## src/mtts_pkg.sv

```systemverilog
`timescale 1ns / 1ps

package mtts_pkg;

  localparam int MaxWidth      = 1024;
  localparam int MaxHeight     = 1024;
  localparam int TileSize      = 8;
  localparam int TexelsPerTile = TileSize * TileSize;

  localparam int CountW = 10;   // column and row counters
  localparam int SizeW  = 11;   // width and height registers
  localparam int TileW  = $clog2(TileSize);
  localparam int KW     = $clog2(TexelsPerTile);
  localparam int ColW   = $clog2(MaxWidth);
  localparam int AddrW  = TileW + ColW;
  localparam int PixW   = 32;
  localparam int IdxW   = 4;

  localparam logic [IdxW-1:0] REG_IMAGE_WIDTH  = IdxW'(0);
  localparam logic [IdxW-1:0] REG_IMAGE_HEIGHT = IdxW'(1);

  localparam logic [KW-1:0] K_LAST = KW'(TexelsPerTile - 1);

  typedef enum logic {
    ST_IDLE,
    ST_READOUT
  } state_t;

  typedef struct packed {
    logic          write_pix;
    logic          start_tile;
    logic          issue;
    logic [KW-1:0] k;
  } cmd_t;

  typedef struct packed {
    logic tile_done;
    logic advance;
  } status_t;

  function automatic logic [PixW-1:0] swap_bytes(input logic [PixW-1:0] v);
    return {v[7:0], v[15:8], v[23:16], v[31:24]};
  endfunction

  // Clear the low three bits, then clamp to 8..top.
  function automatic logic [SizeW-1:0] clamp_size(input logic [SizeW-1:0] r,
                                                  input logic [SizeW:0]   top);
    logic [SizeW-1:0] v;
    v = {r[SizeW-1:3], 3'b000};
    if (v < SizeW'(8)) v = SizeW'(8);
    if ({1'b0, v} > top) v = top[SizeW-1:0];
    return v;
  endfunction

endpackage

```

## src/mtts_ctrl.sv

```systemverilog
`timescale 1ns / 1ps

module mtts_ctrl (
  input  logic              clk,
  input  logic              rst,
  input  logic              in_valid,
  output logic              in_ready,
  input  mtts_pkg::status_t status,
  output mtts_pkg::cmd_t    cmd
);
  import mtts_pkg::*;

  state_t        state, state_next;
  logic [KW-1:0] k, k_next;

  always_ff @(posedge clk) begin
    if (rst) begin
      state <= ST_IDLE;
      k     <= '0;
    end else begin
      state <= state_next;
      k     <= k_next;
    end
  end

  always_comb begin
    state_next     = state;
    k_next         = k;
    in_ready       = 1'b0;
    cmd.write_pix  = 1'b0;
    cmd.start_tile = 1'b0;
    cmd.issue      = 1'b0;
    cmd.k          = k;
    case (state)
      ST_IDLE: begin
        in_ready      = 1'b1;
        cmd.write_pix = in_valid;
        if (in_valid && status.tile_done) begin
          cmd.start_tile = 1'b1;
          k_next         = '0;
          state_next     = ST_READOUT;
        end
      end
      ST_READOUT: begin
        // issue one strip read per cycle the output pipe can move
        cmd.issue = status.advance;
        if (status.advance) begin
          k_next = k + KW'(1);
          if (k == K_LAST) state_next = ST_IDLE;
        end
      end
      default: state_next = ST_IDLE;
    endcase
  end

endmodule

```

## config.mk

```make
export PLATFORM = sky130hd
export DESIGN_NAME = mtts_ctrl
export DESIGN_NICKNAME = d
export VERILOG_FILES = /design/src/mtts_pkg.sv /design/src/mtts_ctrl.sv
export SDC_FILE = /design/constraint.sdc
export NUM_CORES = 1
export LEC_CHECK = 0
export BUFFER_PORTS_ARGS = -buffer_cell sky130_fd_sc_hd__buf_2
export CORE_AREA = 2 2 39 41
export DETAILED_ROUTE_END_ITERATION = 12
export DIE_AREA = 0 0 41 43
export HOLD_SLACK_MARGIN = 0.05
export PLACE_DENSITY_LB_ADDON = 0.12
export SLEW_MARGIN = 20
export SYNTH_ARGS = -nofsm -noshare
export SYNTH_HDL_FRONTEND = slang
export SYNTH_SLANG_ARGS = --single-unit
```

## constraint.sdc

```tcl
create_clock -name clk -period 1 [get_ports clk]
set_input_delay 0.2 -clock clk [delete_from_list [all_inputs] [get_ports clk]]
set_output_delay 0.2 -clock clk [all_outputs]
set_load 0.1 [all_outputs]
```

==> impl_metrics.csv <==
group,metric,value,unit
run_status,outcome,"complete, but fails checks",
run_status,failed_checks,"negative setup slack",
worst_setup_path,r2r_setup_slack,-0.19,ns
timing,fin_hold_ws,0.152,ns
worst_setup_path,cp_data_arrival_time,1.10,ns
yosys,synth_warnings,0,
timing,fin_tns_setup,-1.62,ns
worst_setup_path,r2r_start,"state",
cells_and_area,synthToLayoutAreaGrowth,148,%
pwr,power_density,907,mW/mm^2
global_routing,grt-ovfl-total,0,
pwr,fin_total_pwr,0.752,mW
timing,drv_slew,0,
floorplanning,die_w,41,microns
timing,worst_pin_slew,0.198,ns
timing,fin_crit_sh,1.30,
pwr,leakage,0.318,nW
placement,place_congestion,0.690,
yosys,synth-xor-area-share,0.0262,
cells_and_area,final_cell_mix,"buf_12, dfxtp_4, buf_4, buf_6",
clock_network,cts-buffers-inserted,3,
cells_and_area,diodes,0,
yosys,synth_top_family_by_area,"simple AND/OR/NAND/NOR gates",
floorplanning,dieArea,0.00176,sq mm
routing,routedWlPerCell,11.4,microns
timing,slew_headroom,0.867,
cells_and_area,layout_commonest_cell,"buf_12",
placement,port_buffers,14,
worst_setup_path,cp_max_fo,6,
yosys,synth_compound_area_frac,0.157,
timing,worst_slack,-0.302,ns
worst_hold_path,worstHoldStart,"rst",
timing,setup_viol,14,
clock_network,cts.sinks,7,
floorplanning,pin_count,15,
yosys,yosys.area_share.adder,0.0375,
worst_setup_path,r2r_end,"k[5]",
global_routing,grt_usage,0.137,
global_routing,grt_pass1_wl,1.57,mm
run,maxCapViolCount,0,
timing,min_period,1.30,ns
worst_setup_path,crit_type,"flip-flop to primary output",
floorplanning,core,0.00138,sq mm
clock_network,htree_num_levels,1,
yosys,avgSynthCellArea,8.35,sq um
routing,drtIter0Drc,4,
routing,drc_errors,0,
pwr,ir_worst_vdd,0.609,mV
worst_hold_path,whs_path_depth,2,
global_routing,grt_start_max_net_pins,7,
yosys,yosys.area_share.simple,0.315,
floorplanning,dieHeight,43,microns
routing,ant_nets,0,
yosys,synth_fp_nets,46,
clock_network,insertion_delay,0.25,ns
clock_network,clk_path_buf_depth,2,
routing,wl,981,microns
clock_network,cts_tree,"yes",
routing,via_count,392,
timing,grt_setup_unrepaired,"yes",
clock_network,cts_root_buf,"clkbuf_4",
cells_and_area,finalCoreUtilization,0.599,
timing,fin_skew,0.000506,ns
routing,drtPass1Iterations,2,
floorplanning,start_util,0.241,
cells_and_area,drive_gt1_frac,0.743,
worst_setup_path,end_kind,"primary output",
yosys,syn_area,334,sq um
clock_network,ctsHoldBuffers,0,
yosys,postSynthCellCount,40,
worst_hold_path,holdCritPathClass,"input pin to flip-flop",
timing,fmax,768,MHz
routing,avgViaCountPerCell,4.56,
clock_network,path_clk_slew,0.05,ns
global_routing,grt_pass1_vias,381,
yosys,ys_seq_area_frac,0.419,
worst_setup_path,required,0.80,ns
yosys,ys_ff_latch,7,
global_routing,grt_antenna_before_repair,0,
cells_and_area,final_nets,77,
timing,hold_violations,0,
worst_hold_path,min_to,"k[0]",
yosys,muxShareOfSynthArea,0,
floorplanning,row_count,14,
placement,dp_hpwl,682,microns
worst_setup_path,cp-start-kind,"flip-flop",
worst_setup_path,reg2regPathDepth,4,
yosys,synth.distinct_cells,17,
## cells in the mapped netlist
master,number,share of area
dfxtp_1,7,0.42
a21oi_1,6,0.090
inv_1,4,0.045
nand3_1,4,0.060
o21ai_0,3,0.045
or3_1,3,0.056
nand2_1,2,0.022
nor2_1,2,0.022
a211oi_1,1,0.022
and2b_2,1,0.026
ha_1,1,0.037
nand2b_1,1,0.019
nand3_2,1,0.030
nand3b_1,1,0.022
nand4_2,1,0.037
or2_2,1,0.019
xnor2_1,1,0.026
## worst max path at each step
stage	start	to	slack (ns)	cells past startpoint
5_1_grt	state	cmd[7]	-0.34	3
3_3_place_gp	state	k[5]	-0.12	3
6_report	state	cmd[7]	-0.30	3
3_5_place_dp	state	k[5]	-0.1	3
2_1_floorplan	k[1]	k[4]	-0.27	4
4_1_cts	state	cmd[7]	-0.30	3
## flip-flops by register name, summed over array words and instances, names as in the netlist
signal and cells:
k 6, state 1
## cell families (layout without fill, tap and decap cells)
kind of cell    count (synthesis)  after routing
buf+inv                         4             34
compound gates                 10             10
fa+ha+maj                       1              1
xor+xnor                        1              1
flops                           7              7
simple gates                   17             17
## critical path, stage by stage (launching register included)
cell and delay [ns]:
dfxtp_4 0.35, nand3b_1 0.21, clkinvlp_4 0.12, buf_12 0.17
## layout make-up
class / count / area [sq um]
fill: 118 / 554
timing repair buffer: 26 / 329
multi-input combinational: 29 / 265
sequential: 7 / 166
clock buffer: 4 / 26.3
inverter: 4 / 22.5
tap: 16 / 20.0
## layer usage
layer,GRT usage,vias to the layer above,part of all wire
met5,0,-,0
met4,0.0800,0,0.0092
met3,0.0524,2,0.068
met2,0.203,13,0.54
met1,0.159,175,0.38
li1,-,202,-
## through the flow
step / setup WS (ns) / instances / area, sq um
2_1_floorplan: -0.273 / 40 / 387
3_3_place_gp: -0.124 / 76 / 672
3_5_place_dp: -0.0996 / 76 / 672
4_1_cts: -0.297 / 85 / 786
5_1_grt: -0.338 / 86 / 830
6_report: -0.302 / 86 / 830
## where the power goes
| group | switching [mW] | leakage (nW) | total, mW | internal [mW] |
|---|---|---|---|---|
| clock network | 0.0963 | 0.0150 | 0.248 | 0.152 |
| registers | 0.00784 | 0.0621 | 0.277 | 0.269 |
| logic | 0.138 | 0.241 | 0.227 | 0.0887 |
| total | 0.242 | 0.318 | 0.752 | 0.510 |
## repair_timing
item,in CTS,in global routing
setup buffers,6,2
pin swaps,6,2
endpoints found under the setup margin,15,17
gates resized for setup,10,11
(Power assumes the default switching activity.)
